==> src/design/ssnp_pkg.sv <==
// Shared types, constants and helper functions for the size suffix number parser.
// No dependencies; imported by the scan stage, the top level and the checker.
`timescale 1ns / 1ps
`default_nettype none

package ssnp_pkg;

  typedef enum logic [2:0] {
    PH_START,
    PH_AFTER_MINUS,
    PH_DIGITS,
    PH_SUFFIX,
    PH_FAILED
  } ssnp_phase_t;

  typedef enum logic [1:0] {
    ST_OK,
    ST_NO_DIGITS,
    ST_RANGE
  } ssnp_status_t;

  localparam logic [7:0] CH_MINUS = 8'h2D;
  localparam logic [7:0] CH_ZERO  = 8'h30;
  localparam logic [7:0] CH_NINE  = 8'h39;
  localparam logic [7:0] CH_I     = 8'h69;
  localparam logic [7:0] CH_BIG_B = 8'h42;
  localparam logic [7:0] CH_LO_B  = 8'h62;
  localparam logic [7:0] CH_LO_K  = 8'h6B;
  localparam logic [7:0] CH_LO_M  = 8'h6D;
  localparam logic [7:0] CH_LO_G  = 8'h67;
  localparam logic [7:0] CH_LO_T  = 8'h74;
  localparam logic [7:0] CASE_BIT = 8'h20;

  localparam logic [67:0] POS_LIMIT = 68'h0_7FFF_FFFF_FFFF_FFFF;
  localparam logic [67:0] NEG_LIMIT = 68'h0_8000_0000_0000_0000;

  // Parser state captured when a string closes
  typedef struct packed {
    logic        ok;
    logic        neg;
    logic [63:0] mag;
    logic        dovf;
    logic [7:0]  count;
    logic [23:0] sfx;
    logic [1:0]  sseen;
  } ssnp_snap_t;

  typedef struct packed {
    logic       hit;
    logic [2:0] expo;
  } ssnp_unit_t;

  function automatic ssnp_unit_t ssnp_unit(input logic [7:0] c);
    ssnp_unit_t u;
    logic [7:0] lc;
    lc = c | CASE_BIT;
    u.hit  = 1'b1;
    u.expo = 3'd0;
    case (lc)
      CH_LO_B: u.expo = 3'd0;
      CH_LO_K: u.expo = 3'd1;
      CH_LO_M: u.expo = 3'd2;
      CH_LO_G: u.expo = 3'd3;
      CH_LO_T: u.expo = 3'd4;
      default: u.hit = 1'b0;
    endcase
    return u;
  endfunction

  // 1000^e = 5^(3e) * 2^(3e)
  function automatic logic [27:0] ssnp_pow5(input logic [2:0] expo);
    logic [27:0] p;
    case (expo)
      3'd0:    p = 28'd1;
      3'd1:    p = 28'd125;
      3'd2:    p = 28'd15625;
      3'd3:    p = 28'd1953125;
      3'd4:    p = 28'd244140625;
      default: p = 28'd1;
    endcase
    return p;
  endfunction

  function automatic logic [5:0] ssnp_shift(input logic dec, input logic [2:0] expo);
    logic [5:0] s;
    case (expo)
      3'd1:    s = dec ? 6'd3  : 6'd10;
      3'd2:    s = dec ? 6'd6  : 6'd20;
      3'd3:    s = dec ? 6'd9  : 6'd30;
      3'd4:    s = dec ? 6'd12 : 6'd40;
      default: s = 6'd0;
    endcase
    return s;
  endfunction

endpackage

`default_nettype wire

==> src/design/ssnp_scan.sv <==
// Byte scanner: input register, parse state machine and closing snapshot register.
// Depends on ssnp_pkg.
`timescale 1ns / 1ps
`default_nettype none

module ssnp_scan
  import ssnp_pkg::*;
#(
  parameter int MAX_LEN = 255
) (
  input  wire        clk,
  input  wire        rst,
  input  wire        in_valid,
  output logic       in_ready,
  input  wire  [7:0] in_ch,
  input  wire        in_last,
  input  wire        in_no_char,
  output logic       snap_valid,
  input  wire        snap_ready,
  output ssnp_snap_t snap
);

  localparam int DCW = $clog2(MAX_LEN + 1);

  logic        i_v;
  logic [7:0]  i_ch;
  logic        i_last;
  logic        i_no_char;

  ssnp_phase_t phase, phase_next, phase_take;
  logic            neg, neg_next, neg_take;
  logic [63:0]     mag, mag_next, mag_take;
  logic            dovf, dovf_next, dovf_take;
  logic [DCW-1:0]  dcnt, dcnt_next, dcnt_take;
  logic [23:0]     sfx, sfx_next, sfx_take;
  logic [1:0]      sseen, sseen_next, sseen_take;

  logic        f_free;
  logic        pop;
  logic        is_digit;
  logic [3:0]  d;
  logic [67:0] acc;
  logic [67:0] limit;
  logic        take_dig;
  logic [16:0] cnt_ext;

  assign f_free   = !snap_valid || snap_ready;
  assign pop      = i_v && (!i_last || f_free);
  assign in_ready = !i_v || pop;

  assign is_digit = (i_ch >= CH_ZERO) && (i_ch <= CH_NINE);
  assign d        = 4'(i_ch - CH_ZERO);
  assign limit    = neg ? NEG_LIMIT : POS_LIMIT;
  assign acc      = ({4'b0, mag} << 3) + ({4'b0, mag} << 1) + 68'(d);

  always_comb begin
    phase_take = phase;
    neg_take   = neg;
    mag_take   = mag;
    dovf_take  = dovf;
    dcnt_take  = dcnt;
    sfx_take   = sfx;
    sseen_take = sseen;
    take_dig   = 1'b0;
    if (!i_no_char) begin
      case (phase)
        PH_START: begin
          if (i_ch == CH_MINUS) begin
            neg_take   = 1'b1;
            phase_take = PH_AFTER_MINUS;
          end else if (is_digit) begin
            take_dig   = 1'b1;
            phase_take = PH_DIGITS;
          end else begin
            phase_take = PH_FAILED;
          end
        end
        PH_AFTER_MINUS: begin
          if (is_digit) begin
            take_dig   = 1'b1;
            phase_take = PH_DIGITS;
          end else begin
            phase_take = PH_FAILED;
          end
        end
        PH_DIGITS: begin
          if (is_digit) begin
            take_dig = 1'b1;
          end else begin
            sfx_take   = {16'b0, i_ch};
            sseen_take = 2'd1;
            phase_take = PH_SUFFIX;
          end
        end
        PH_SUFFIX: begin
          if (sseen == 2'd1) begin
            sfx_take[15:8] = i_ch;
            sseen_take     = 2'd2;
          end else if (sseen == 2'd2) begin
            sfx_take[23:16] = i_ch;
            sseen_take      = 2'd3;
          end
        end
        default: ;
      endcase
    end
    if (take_dig) begin
      if (!dovf) begin
        if (acc > limit) begin
          dovf_take = 1'b1;
        end else begin
          mag_take = acc[63:0];
        end
      end
      if (dcnt < DCW'(MAX_LEN)) begin
        dcnt_take = dcnt + 1'b1;
      end
    end

    phase_next = phase;
    neg_next   = neg;
    mag_next   = mag;
    dovf_next  = dovf;
    dcnt_next  = dcnt;
    sfx_next   = sfx;
    sseen_next = sseen;
    if (pop) begin
      if (i_last) begin
        phase_next = PH_START;
        neg_next   = 1'b0;
        mag_next   = '0;
        dovf_next  = 1'b0;
        dcnt_next  = '0;
        sfx_next   = '0;
        sseen_next = '0;
      end else begin
        phase_next = phase_take;
        neg_next   = neg_take;
        mag_next   = mag_take;
        dovf_next  = dovf_take;
        dcnt_next  = dcnt_take;
        sfx_next   = sfx_take;
        sseen_next = sseen_take;
      end
    end
  end

  assign cnt_ext = 17'(dcnt_take);

  always_ff @(posedge clk) begin
    if (rst) begin
      phase <= PH_START;
    end else begin
      phase <= phase_next;
    end
  end

  always_ff @(posedge clk) begin
    if (rst) begin
      i_v        <= 1'b0;
      snap_valid <= 1'b0;
      neg        <= 1'b0;
      mag        <= '0;
      dovf       <= 1'b0;
      dcnt       <= '0;
      sfx        <= '0;
      sseen      <= '0;
    end else begin
      if (in_ready) begin
        i_v <= in_valid;
      end
      if (f_free) begin
        snap_valid <= pop && i_last;
      end
      neg   <= neg_next;
      mag   <= mag_next;
      dovf  <= dovf_next;
      dcnt  <= dcnt_next;
      sfx   <= sfx_next;
      sseen <= sseen_next;
    end
  end

  always_ff @(posedge clk) begin
    if (in_ready && in_valid) begin
      i_ch      <= in_ch;
      i_last    <= in_last;
      i_no_char <= in_no_char;
    end
    if (pop && i_last) begin
      snap.ok    <= (phase_take == PH_DIGITS) || (phase_take == PH_SUFFIX);
      snap.neg   <= neg_take;
      snap.mag   <= mag_take;
      snap.dovf  <= dovf_take;
      snap.count <= (cnt_ext > 17'd255) ? 8'hFF : cnt_ext[7:0];
      snap.sfx   <= sfx_take;
      snap.sseen <= sseen_take;
    end
  end

endmodule

`default_nettype wire

==> config.mk <==
export PLATFORM = sky130hd
export DESIGN_NAME = ssnp_scan
export DESIGN_NICKNAME = d
export VERILOG_FILES = /design/src/design/ssnp_pkg.sv /design/src/design/ssnp_scan.sv
export SDC_FILE = /design/constraint.sdc
export NUM_CORES = 1
export LEC_CHECK = 0
export ABC_CLOCK_PERIOD_IN_PS = 8700
export BUFFER_PORTS_ARGS = -buffer_cell sky130_fd_sc_hd__buf_2
export CORE_UTILIZATION = 63
export CTS_BUF_LIST = sky130_fd_sc_hd__clkbuf_4 sky130_fd_sc_hd__clkbuf_8
export DETAILED_ROUTE_END_ITERATION = 8
export PLACE_DENSITY = 0.93
export SETUP_SLACK_MARGIN = 0.05
export SYNTH_ARGS = -nofsm -noshare
export SYNTH_HDL_FRONTEND = slang
export SYNTH_SLANG_ARGS = --single-unit
==> constraint.sdc <==
create_clock -name clk -period 8.7 [get_ports clk]
set_input_delay 0.87 -clock clk [delete_from_list [all_inputs] [get_ports clk]]
set_output_delay 0.87 -clock clk [all_outputs]
set_load 0.03 [all_outputs]
== Word-level counts from Yosys, hierarchy flattened ==
Index checks and enable logic that the tools add are counted.

* Add/subtract/negate cells: 4
* $lt $le $gt $ge: 5
* Eq/ne operators: 8
* Mux-type cells: 40
* Reduce and logical (&&, ||, !) cells: 13

{| class="wikitable"
|+ Operators with widths
! cell !! number
|-
| $mux 64 || 5
|-
| $mux 24 || 3
|-
| $add 67x65->68 || 1
|-
| $add 68x4->68 || 1
|-
| $gt 68x64->1 || 1
|-
| $mux 8 || 7
|-
| $pmux 16 s2 || 1
|-
| $mux 3 || 5
|-
| $eq 3x2->1 const B || 4
|-
| $mux 1 || 11
|-
| $mux 2 || 5
|-
| $pmux 3 s3 || 1
|-
| $add 8x1->8 const B || 1
|-
| $eq 8x6->1 const B || 1
|-
| $ge 8x6->1 const B || 1
|-
| $gt 8x8->1 const B || 1
|-
| $le 8x6->1 const B || 1
|-
| $lt 8x8->1 const B || 1
|-
| $logic_and 1x1->1 || 4
|-
| $logic_or 1x1->1 || 4
|-
| $pmux 2 s2 || 1
|-
| $sub 4x1->4 const B || 1
|-
| $eq 3x1->1 const B || 1
|-
| $logic_not 1->1 || 3
|-
| other kinds (5) || 5
|}

* Bits in registers: 216
* Input port bits: 14
* Output and inout port bits: 103
* Word-level logic and storage cells: 89

== Longest topological paths before layout ==
Gate-level depths: netlist (run 1).

* Depth in word-level cells: 8
* Mapped depth: 26
* Depth with buffers taken out: 25

== Least setup slack after synthesis (run 1) ==
OpenSTA, ideal clock, no wires.

* Kind: register -> register
* Start point: register i_ch[3]
* End point: register snap[39] in the netlist's numbering (data pin)
* Library setup time: 260 ps
* Arrival: 5,786 ps
* Required time: 8,440 ps
* Setup slack: 2,654 ps
* Stages on the path, launching flop included: 26
* Buffers on the path: 1
* Clock period less this slack: 6,046 ps
* Path through: edfxtp_1 fa_1 inv_1 fa_1 nand2b_1 a21oi_1 o21a_1 a2111oi_2 o41a_1 o21ai_0 a21boi_1 o41ai_1 xnor2_1 inv_1 ha_1 a21o_1 a21o_1 a21o_1 a211oi_1 o211a_1 o21ai_0 a211oi_1 a21boi_2 nand2_4 buf_6 mux2_4

* Longest elaborated chain between the ends: 7
* Elaborated cells between the ends (all ways): 14
* Those cells by class: add/sub: 2; order compare: 3; eq/ne: 1; mux: 7; reduce/logical: 1

{| class="wikitable"
|+ Ends and longest elaborated chain
! what !! line !! RTL
|-
| from (decl) || ssnp_scan.sv:26 || <nowiki>logic [7:0] i_ch;</nowiki>
|-
| from (signal assigned) || ssnp_scan.sv:186 || <nowiki>i_ch <= in_ch;</nowiki>
|-
| parallel branches: the longest is 6 deep, another holds $add 68x4->68 || n/a ||
|-
| $mux 64 (*) || ssnp_scan.sv:107 || <nowiki>if (take_dig) begin</nowiki>
|-
| via mag_take[4] || ssnp_scan.sv:32 || <nowiki>logic [63:0] mag, mag_next, mag_take;</nowiki>
|-
| to (decl) || ssnp_scan.sv:20 || <nowiki>output ssnp_snap_t snap</nowiki>
|}

Mark *: on every way through the listed nets, which the timed path passes.
A chain may end at the register's enable or synchronous reset.

== Worst setup path in the final report (run 1) ==
* Start point: register i_ch[3]
* End point: register mag[57]

* Longest elaborated chain between the ends: 8
* Elaborated cells between the ends (all ways): 15
* Those cells by class: add/sub: 2; order compare: 3; eq/ne: 1; mux: 8; reduce/logical: 1

{| class="wikitable"
|+ Ends and longest elaborated chain
! what !! line !! RTL
|-
| parallel branches: the longest is 6 deep, another holds $add 68x4->68 || n/a ||
|-
| $mux 64 (*) || ssnp_scan.sv:107 ||
|-
| $mux 64 (*) || ssnp_scan.sv:128 || <nowiki>if (i_last) begin</nowiki>
|-
| to (signal assigned) || ssnp_scan.sv:176 || <nowiki>mag <= mag_next;</nowiki>
|-
| to (decl) || ssnp_scan.sv:32 ||
|}

Every way passes the cells marked *.

==> results of run 1 <==
metrics by stage:
step / util / power (uW) / hold WS (ps) / setup slack (ps)
2_1_floorplan: - / 1150 / 471 / 2650
3_5_place_dp: 0.686 / 1170 / 505 / 1240
3_3_place_gp: 0.686 / 1170 / 483 / 1430
5_1_grt: 0.717 / 2120 / 503 / 497
6_report: 0.717 / 2070 / 516 / 1030
4_1_cts: 0.717 / 2070 / 503 / 1190
worst reg2reg max path: cells and delay by family, from the launching register on:
kind | cells | cell delay, ps
xor+xnor | 1 | 190
buf+inv | 2 | 630
fa+ha+maj | 3 | 1140
flops | 1 | 470
simple gates | 3 | 1140
compound gates | 13 | 4040
layout by cell type, fill, tap and decap left out, types with 8 or more instances in the layout:
| cell type | netlist | final |
|---|---|---|
| sky130_fd_sc_hd__ha_1 | 192 | 192 |
| sky130_fd_sc_hd__buf_2 | 11 | 116 |
| sky130_fd_sc_hd__edfxtp_1 | 111 | 111 |
| sky130_fd_sc_hd__nor2_1 | 112 | 110 |
| sky130_fd_sc_hd__dfxtp_1 | 105 | 104 |
| sky130_fd_sc_hd__inv_1 | 99 | 99 |
| sky130_fd_sc_hd__a21oi_1 | 95 | 95 |
| sky130_fd_sc_hd__nand3_1 | 89 | 89 |
| sky130_fd_sc_hd__o21ai_0 | 88 | 88 |
| sky130_fd_sc_hd__nand2_1 | 87 | 87 |
| sky130_fd_sc_hd__mux2_4 | 51 | 51 |
| sky130_fd_sc_hd__a21o_1 | 42 | 42 |
| sky130_fd_sc_hd__clkbuf_8 | 0 | 40 |
| sky130_fd_sc_hd__a22oi_1 | 37 | 37 |
| sky130_fd_sc_hd__xnor2_1 | 36 | 36 |
| sky130_fd_sc_hd__nand4_1 | 34 | 34 |
| sky130_fd_sc_hd__o21ai_1 | 30 | 30 |
| sky130_fd_sc_hd__xor2_1 | 26 | 26 |
| sky130_fd_sc_hd__nor3_1 | 22 | 22 |
| sky130_fd_sc_hd__clkbuf_4 | 0 | 18 |
| sky130_fd_sc_hd__a211oi_1 | 16 | 16 |
| sky130_fd_sc_hd__o21a_1 | 14 | 14 |
| sky130_fd_sc_hd__o21bai_1 | 14 | 14 |
| sky130_fd_sc_hd__a22o_1 | 14 | 14 |
| sky130_fd_sc_hd__mux2_2 | 13 | 13 |
| sky130_fd_sc_hd__nand2b_1 | 12 | 12 |
| sky130_fd_sc_hd__o211ai_1 | 12 | 12 |
| sky130_fd_sc_hd__mux2i_1 | 10 | 10 |
| sky130_fd_sc_hd__nor4_1 | 9 | 9 |
| sky130_fd_sc_hd__a31oi_1 | 9 | 9 |
| sky130_fd_sc_hd__buf_4 | 0 | 9 |
| sky130_fd_sc_hd__and3_1 | 9 | 8 |
| sky130_fd_sc_hd__or3_1 | 8 | 8 |
power groups by stage:
stage	logic (uW)	clock network, uW	registers [uW]
after global routing	67.7	970	1080
after global placement	61.8	0	1110
final	64.7	917	1080
after floorplan	29.4	0	1120
after CTS	63.7	924	1080
after detailed placement	63.5	0	1110
logic make-up after synthesis:
group	after synthesis	synth area share
compound gates	426	0.191
fa+ha+maj	194	0.164
simple gates	413	0.133
buf+inv	158	0.0438
xor+xnor	62	0.0364
flops	216	0.364
mux	74	0.0678
cell type report:
class / instances / area (um^2)
Multi-Input combinational cell: 1169 / 8860
Timing Repair Buffer: 125 / 648
Inverter: 100 / 375
Clock buffer: 58 / 686
Clock inverter: 7 / 35.0
Tap cell: 313 / 392
Sequential cell: 216 / 5440
Fill cell: 1591 / 6480
metal layers:
layer	vias to the layer above	GRT usage	part of all wire
li1	5978	-	-
met1	6140	0.432	0.41
met2	668	0.525	0.47
met3	131	0.0517	0.085
met4	0	0.151	0.037
met5	-	0	0
state kept, by name (all words and copies together) (netlist names):
signal	cells
snap	101
mag	64
sfx	24
dcnt	8
i_ch	8
phase	3
sseen	2
dovf	1
i_last	1
i_no_char	1
i_v	1
neg	1
snap_valid	1
final timing paths:
kind	slack, ps	endpoint	start	cells past startpoint
max	1030	mag[57]	i_ch[3]	22
min	520	mag[32]	mag[32]	2
max reg2reg	1030	mag[57]	i_ch[3]	22
min reg2reg	520	mag[32]	mag[32]	2
==> impl.org, run 1 <==
** GRT
- Largest net degree at the start of global routing :: 80
- First-pass GRT wire length :: 63300 um
- For this run, the total global-route usage over all layers was measured as 0.326.
- Number of antenna violations at the first check in global routing :: 0
- Residual overflow from global routing :: 0
- The number of global-route vias before repair is 12500.

** Route
- Using the TritonRoute via totals, the vias-per-cell ratio works out to 6.50.
- The final layout contains routed wiring with a total length of 39600 um.
- First-pass iteration count of the detailed router :: 8
- For this block, the via count after detailed routing is 12900.
- Drt drc :: 0
- After detailed routing, the average wire length per cell comes to 19.9 um.
- The detailed router finished its first iteration with 1270 violations.
- In this run the remaining antenna-violating nets after routing total 0.

** Yosys
- By count the netlist is led by sky130_fd_sc_hd__ha_1 (192), sky130_fd_sc_hd__nor2_1 (112), sky130_fd_sc_hd__edfxtp_1 (111), sky130_fd_sc_hd__dfxtp_1 (105), sky130_fd_sc_hd__inv_1 (99).
- The share of the Yosys chip area taken by registers is 0.364.
- Post-synth top area cell :: sky130_fd_sc_hd__edfxtp_1
- Post-Synthesis Cells :: 1543
- After synthesis the cells add up to 14900 um^2.
- Among all cell types in the netlist, the one instantiated most often is sky130_fd_sc_hd__ha_1.
- Ranking of synthesized cells by area :: sky130_fd_sc_hd__edfxtp_1 (22%), sky130_fd_sc_hd__ha_1 (16%), sky130_fd_sc_hd__dfxtp_1 (14%), sky130_fd_sc_hd__mux2_4 (5.1%), sky130_fd_sc_hd__a21oi_1 (3.2%)
- Post-synthesis net count :: 1751
- Mean post-synth cell area :: 9.67 um^2
- The synthesized design contains 111 enable-type register cells.
- Primary flip-flop cell chosen by synthesis mapping :: sky130_fd_sc_hd__edfxtp_1
- During synthesis, Yosys emitted a total of 0 warnings.
- Count of different cell masters after synthesis :: 78
- Fraction of post-synthesis cell area in the top cell type by area :: 0.223
- Counting flops and latches in the post-synthesis netlist gives 216.
- Fraction of registers with async set or reset after synthesis :: 0

** Critical path
- Worst setup EP type :: flop
- The worst setup path is launched from a flop.
- On the critical path, the stage with the largest delay is an instance of sky130_fd_sc_hd__nand4b_2.
- The critical path goes through fa_1 -> ha_1 -> o211ai_1 -> o21ai_0 -> nand3_1 -> a311oi_1 -> nor3_1 -> o21bai_1 -> xnor2_1 -> inv_1 -> ha_1 -> a2111oi_0 -> o221ai_1 -> o211ai_1 -> o21ai_0 -> a211oi_1 -> o211ai_1 -> a211oi_1 -> a21boi_2 -> nand4b_2 -> buf_4 -> o21ai_0.
- For the worst setup path, the data required time is 9140 ps.
- The cell family contributing the most delay on the critical path is compound AO/OA/AOI/OAI gates.
- Data on the critical path arrives at its endpoint at 8110 ps.
- Critical path class :: flop to flop
- Of all nets on the critical path, the largest fanout is 41.
- Delay of the slowest cell on the worst path :: 630 ps
- Counting both buffers and inverters, the worst setup path holds a total of 2.

** Power
- The share of total power dissipated in sequential elements is 0.525.
- Power density of the placed cells :: 126 nW/um^2
- The share of total power dissipated in the clock network is 0.444.
- Switching Fraction :: 0.231
- For this design the total switching power over the nets is 477 uW.
- VDD sags by at most 0.0970 mV.
- In this run the static leakage power is 0.00813 uW.
- Of the total power, combinational logic draws 0.031.
- Internal power :: 1590 uW

** Floorplan
- For this configuration, the core starts out at a cell density of 0.651.
- Row Count :: 55
- Pin placement for this block handled 117 I/O pins.
- After floorplanning, the core was sized to cover 22900 um^2.
- The die covers 24300 um^2.
- Die extent in y :: 156 um
- The die is 156 um wide.

** Clocking
- Counting the buffers created by CTS gives 36.
- Gates resized, CTS repair :: 0
- Max H-tree Level :: 2
- The cell sitting at the root of the clock tree is a sky130_fd_sc_hd__clkbuf_8.
- Counting every sink on the clock net gives 216.
- Count of hold-fix buffers inserted at cts :: 0
- Clock latency reported for the late side of the worst-skew pair :: 560 ps
- TritonCTS clock tree :: yes
- Max Root-Sink Buffers :: 3
- Once the clock tree was built, the setup fixing pass inserted 0 buffers.
- Clock-pin slew was measured on the worst setup and hold paths at 60 ps.

** STA
- Worst Tran Pin Value :: 1180 ps
- Highest clock rate :: 130 MHz
- Max Transition Viols Final :: 0
- Setup repair after global routing left no endpoint under its margin.
- Final number of hold-violating endpoints :: 0
- Setup Viol. Count Final :: 0
- Final setup TNS :: 0 ps
- Max-slew headroom at the worst pin :: 0.211
- The clock period could shrink to 7670 ps.
- Final Skew :: 40.6 ps
- Post-route fraction of the period consumed by the critical path :: 0.882

** Layout
- Area growth from synthesis to final layout :: 10.1%
- Fin cells :: 1988
- Of the cells placed in the final design, the portion with a size suffix greater than 1 is 0.167.
- Number of diodes :: 0
- Cell area after layout :: 16400 um^2
- At the end of the flow, the number of nets in the layout was 1856.

** Worst hold path
- Path class of the lowest-slack min-delay path :: flop to flop

** Placed design
- The wire-length estimate of the detail-placed layout is 28500 um.
- The number of placed instances, taps included, is 1923.
- Number of I/O port buffers :: 116
- The placed instances occupy a cell area of 15700 um^2.
- At the end of routability-driven placement, the weighted congestion stood at 0.980.

** Flow run
- Across the run, the number of max-cap violations was 0.

** Status
- The run finished with clean final reports.
No activity file was read; power rests on OpenSTA's default activity.
==> run 2: changes to the inputs <==
--- a/config.mk
+++ b/config.mk
@@ -5,12 +5,12 @@
 export SDC_FILE = /design/constraint.sdc
 export NUM_CORES = 1
 export LEC_CHECK = 0
-export ABC_CLOCK_PERIOD_IN_PS = 8700
+export ABC_CLOCK_PERIOD_IN_PS = 9500
 export BUFFER_PORTS_ARGS = -buffer_cell sky130_fd_sc_hd__buf_2
-export CORE_UTILIZATION = 63
+export CORE_UTILIZATION = 65
 export CTS_BUF_LIST = sky130_fd_sc_hd__clkbuf_4 sky130_fd_sc_hd__clkbuf_8
 export DETAILED_ROUTE_END_ITERATION = 8
-export PLACE_DENSITY = 0.93
+export PLACE_DENSITY = 0.95
 export SETUP_SLACK_MARGIN = 0.05
 export SYNTH_ARGS = -nofsm -noshare
 export SYNTH_HDL_FRONTEND = slang
==> constraint.sdc (replaced) <==
create_clock -name clk -period 9.5 [get_ports clk]
set_input_delay 0.95 -clock clk [delete_from_list [all_inputs] [get_ports clk]]
set_output_delay 0.95 -clock clk [all_outputs]
set_load 0.03 [all_outputs]
==> impl.org, run 2 (synthesis gave the netlist of run 1 again) <==
** STA
- In the final timing run, aggregate negative setup slack is 0 ps.
- Setup repair after global routing missed its margin :: false
- Final Skew :: 39.5 ps
- Of the available clock period, the critical path in the final layout requires 0.824.
- Setup violations remaining at the end of the flow were counted as 0.
- At the pin with the least slew margin, the transition time is 1250 ps.
- In this run the tightest slew margin relative to its limit is 0.166.
- The total count of max-transition violations in the final report was 0.
- Final number of hold-violating endpoints :: 0
- Highest clock rate :: 128 MHz
- Minimum period implied by the final worst setup slack :: 7830 ps

** Critical path
- Measured in cells, the most critical reg-to-reg path has a length of 25.
- In this design, the stage delay of the slowest critical-path cell is 680 ps.
- The worst setup path is captured at a flop.
- Slack of the worst reg-to-reg path :: 1670 ps
- STA classifies the critical path startpoint as a flop.
- Critical path required time :: 9960 ps
- Worst Path Max Fanout :: 35
- Source of the worst register-to-register timing path :: i_ch[3]
- The slowest stage of the critical path is the sky130_fd_sc_hd__nand4b_2 cell.
- At the worst endpoint, the arrival time is 8290 ps.
- The critical path is of the flop to flop type.
- Buffers plus inverters on the worst setup path :: 3
- The cell family contributing the most delay on the critical path is compound AO/OA/AOI/OAI gates.
- The endpoint identified for the worst register-to-register timing path is mag[18].

** Floorplan
- Floorplan Core Area :: 22600 um^2
- 117 I/O pins were placed.
- The floorplan step defined a die boundary enclosing 23600 um^2.
- The floorplan has 55 rows.
- Width of the die :: 154 um
- Die extent in y :: 154 um
- For this configuration, the core starts out at a cell density of 0.661.

** Clocking
- The clock tree synthesis step divided the H-tree into 2 levels.
- The clock net in this run drives a total of 216 sinks.
- Clock-pin slew reported for the worst setup and hold paths after clock tree synthesis :: 60 ps
- Setup fix buffers added after clock tree synthesis :: 0
- Root buf cell :: sky130_fd_sc_hd__clkbuf_8
- Count of hold-fix buffers inserted at cts :: 0
- TritonCTS clock tree :: yes
- Max Root-Sink Buffers :: 3
- After clock tree synthesis, the repair step resized 0 gates.
- Clock latency reported for the late side of the worst-skew pair :: 560 ps
- Clock buffers created by TritonCTS :: 36

** Layout
- Register containing the most flip-flops in the final layout :: snap
- Most common library cell in the layout ignoring fill and taps :: sky130_fd_sc_hd__ha_1
- At the end of the flow the core is filled with cells to 0.728.
- Proportion of layout cells with a drive suffix above 1 :: 0.168
- Cell area after layout :: 16400 um^2
- Area growth from synthesis to final layout :: 10.2%
- Leaving out fill and tap cells, the most frequent cells in the layout are sky130_fd_sc_hd__ha_1 (192), sky130_fd_sc_hd__buf_2 (116), sky130_fd_sc_hd__edfxtp_1 (111).
- For this run, the post-layout net count is 1856.
- Biggest registers after layout :: snap (101), mag (64), sfx (24)
- Number of flip-flops in the largest register :: 101

** Placed design
- HPWL after DPL :: 28400 um
- Post-Place Cell Area :: 15700 um^2
- Number of I/O port buffers :: 116
- Final estimated routing congestion in global placement :: 0.999

** Route
- The first routing iteration left 1361 violations.
- The pre-antenna-repair detailed-routing pass consisted of 6 iterations.
- The routed layout has 12900 vias.
- Summed over all layers, the routed wires come to 39400 um.
- In the routed design, unresolved DRC markers number 0.
- Mean routed wirelength per cell :: 20.1 um
- Vias per cell :: 6.58
- Antenna-violating nets left :: 0

** Power
- Summed over all cells, the static leakage comes to 0.00814 uW.
- The worst-case IR drop observed on VDD is 0.0972 mV.
- Dividing total power by cell area gives a power density of 117 nW/um^2.

** GRT
- For this run, the total global-route usage over all layers was measured as 0.329.
- The first global-routing pass estimated 63100 um of wire.
- The total overflow left after global routing is 0.
- Largest net degree at the start of global routing :: 67
- The number of global-route vias before repair came to 12600.
- The number of antenna violations at the first check in global routing came to 1.

** Worst hold path
- Path class of the lowest-slack min-delay path :: flop to flop
- The startpoint identified for the worst hold timing path is sfx[0].
- For hold timing, the worst endpoint is sfx[0].
- The worst hold path was traced through 2 stages.

** Status
- Run status :: completed

** Flow run
- Count of maximum capacitance violations :: 0
## run 2: cell count changes in the layout (fill, tap and decap cells not counted), sizes merged
cell      delta
bufinv       +1
clkinvlp     +2
inv          -1
diode        +1
clkbuf       -1
## run 2: worst max-delay path by stage
stage	from	endpoint	slack (ps)	cells after the start
floorplan	i_ch[3]	snap[39]	3450	25
detailed placement	i_ch[3]	mag[18]	1770	25
CTS	i_ch[3]	mag[19]	1750	25
global route	i_ch[3]	mag[18]	1230	25
global placement	i_ch[3]	snap[54]	2080	25
finish	i_ch[3]	mag[18]	1670	25
## run 2: area by class of cell
class                   count  area, um^2
flip-flops and latches    216        5440
inverters                 100         375
diodes                      1        2.50
clock inverters             9        83.8
multi-input cells        1169        8860
well taps                 285         357
repair buffers            125         648
clock buffers              57         678
fillers                  1551        6130
## run 2: worst register-to-register path: stages, from the launching register on
cell                        delay, ps
sky130_fd_sc_hd__edfxtp_1         470
sky130_fd_sc_hd__fa_1             560
sky130_fd_sc_hd__inv_1             80
sky130_fd_sc_hd__fa_1             440
sky130_fd_sc_hd__nand2b_1         170
sky130_fd_sc_hd__a21oi_1          260
sky130_fd_sc_hd__o21a_1           250
sky130_fd_sc_hd__a2111oi_2        110
sky130_fd_sc_hd__o41a_1           510
sky130_fd_sc_hd__o21ai_0          380
sky130_fd_sc_hd__a21boi_1         210
sky130_fd_sc_hd__o41ai_1          420
sky130_fd_sc_hd__xnor2_1          250
sky130_fd_sc_hd__inv_1             90
sky130_fd_sc_hd__ha_1             190
sky130_fd_sc_hd__a21o_1           170
sky130_fd_sc_hd__a21o_1           160
sky130_fd_sc_hd__a21o_1           170
sky130_fd_sc_hd__a211oi_1         330
sky130_fd_sc_hd__o211a_1          210
sky130_fd_sc_hd__o21ai_0          100
sky130_fd_sc_hd__a211oi_1         400
sky130_fd_sc_hd__a21boi_2         360
sky130_fd_sc_hd__nand4b_2         680
sky130_fd_sc_hd__buf_4            550
sky130_fd_sc_hd__o21ai_0          250
## run 2: power by group
group / total [uW] / switching, uW / internal, uW / leakage, uW
Sequential: 993 / 7.14 / 986 / 0.00199
Combinational: 59.0 / 46.4 / 12.6 / 0.00574
Clock: 870 / 386 / 484 / 0.000402
Total: 1920 / 440 / 1480 / 0.00814
## run 2: through the flow
| stage | worst slack (ps) | hold WS [ps] | power, uW | std cells |
|---|---|---|---|---|
| 6_report | 1670 | 519 | 1920 | 1962 |
| 3_5_place_dp | 1770 | 505 | 1070 | 1895 |
| 4_1_cts | 1750 | 517 | 1920 | 1961 |
| 3_3_place_gp | 2080 | 485 | 1070 | 1895 |
| 5_1_grt | 1230 | 540 | 1970 | 1962 |
| 2_1_floorplan | 3450 | 471 | 1050 | 1543 |
## run 2: routing by layer
layer  vias to the layer above  part of all wire  GRT usage
met5                         -                 0          0
met4                         0             0.033      0.139
met3                       100             0.082     0.0536
met2                       664              0.47      0.542
met1                      6172              0.42      0.431
li1                       5983                 -          -
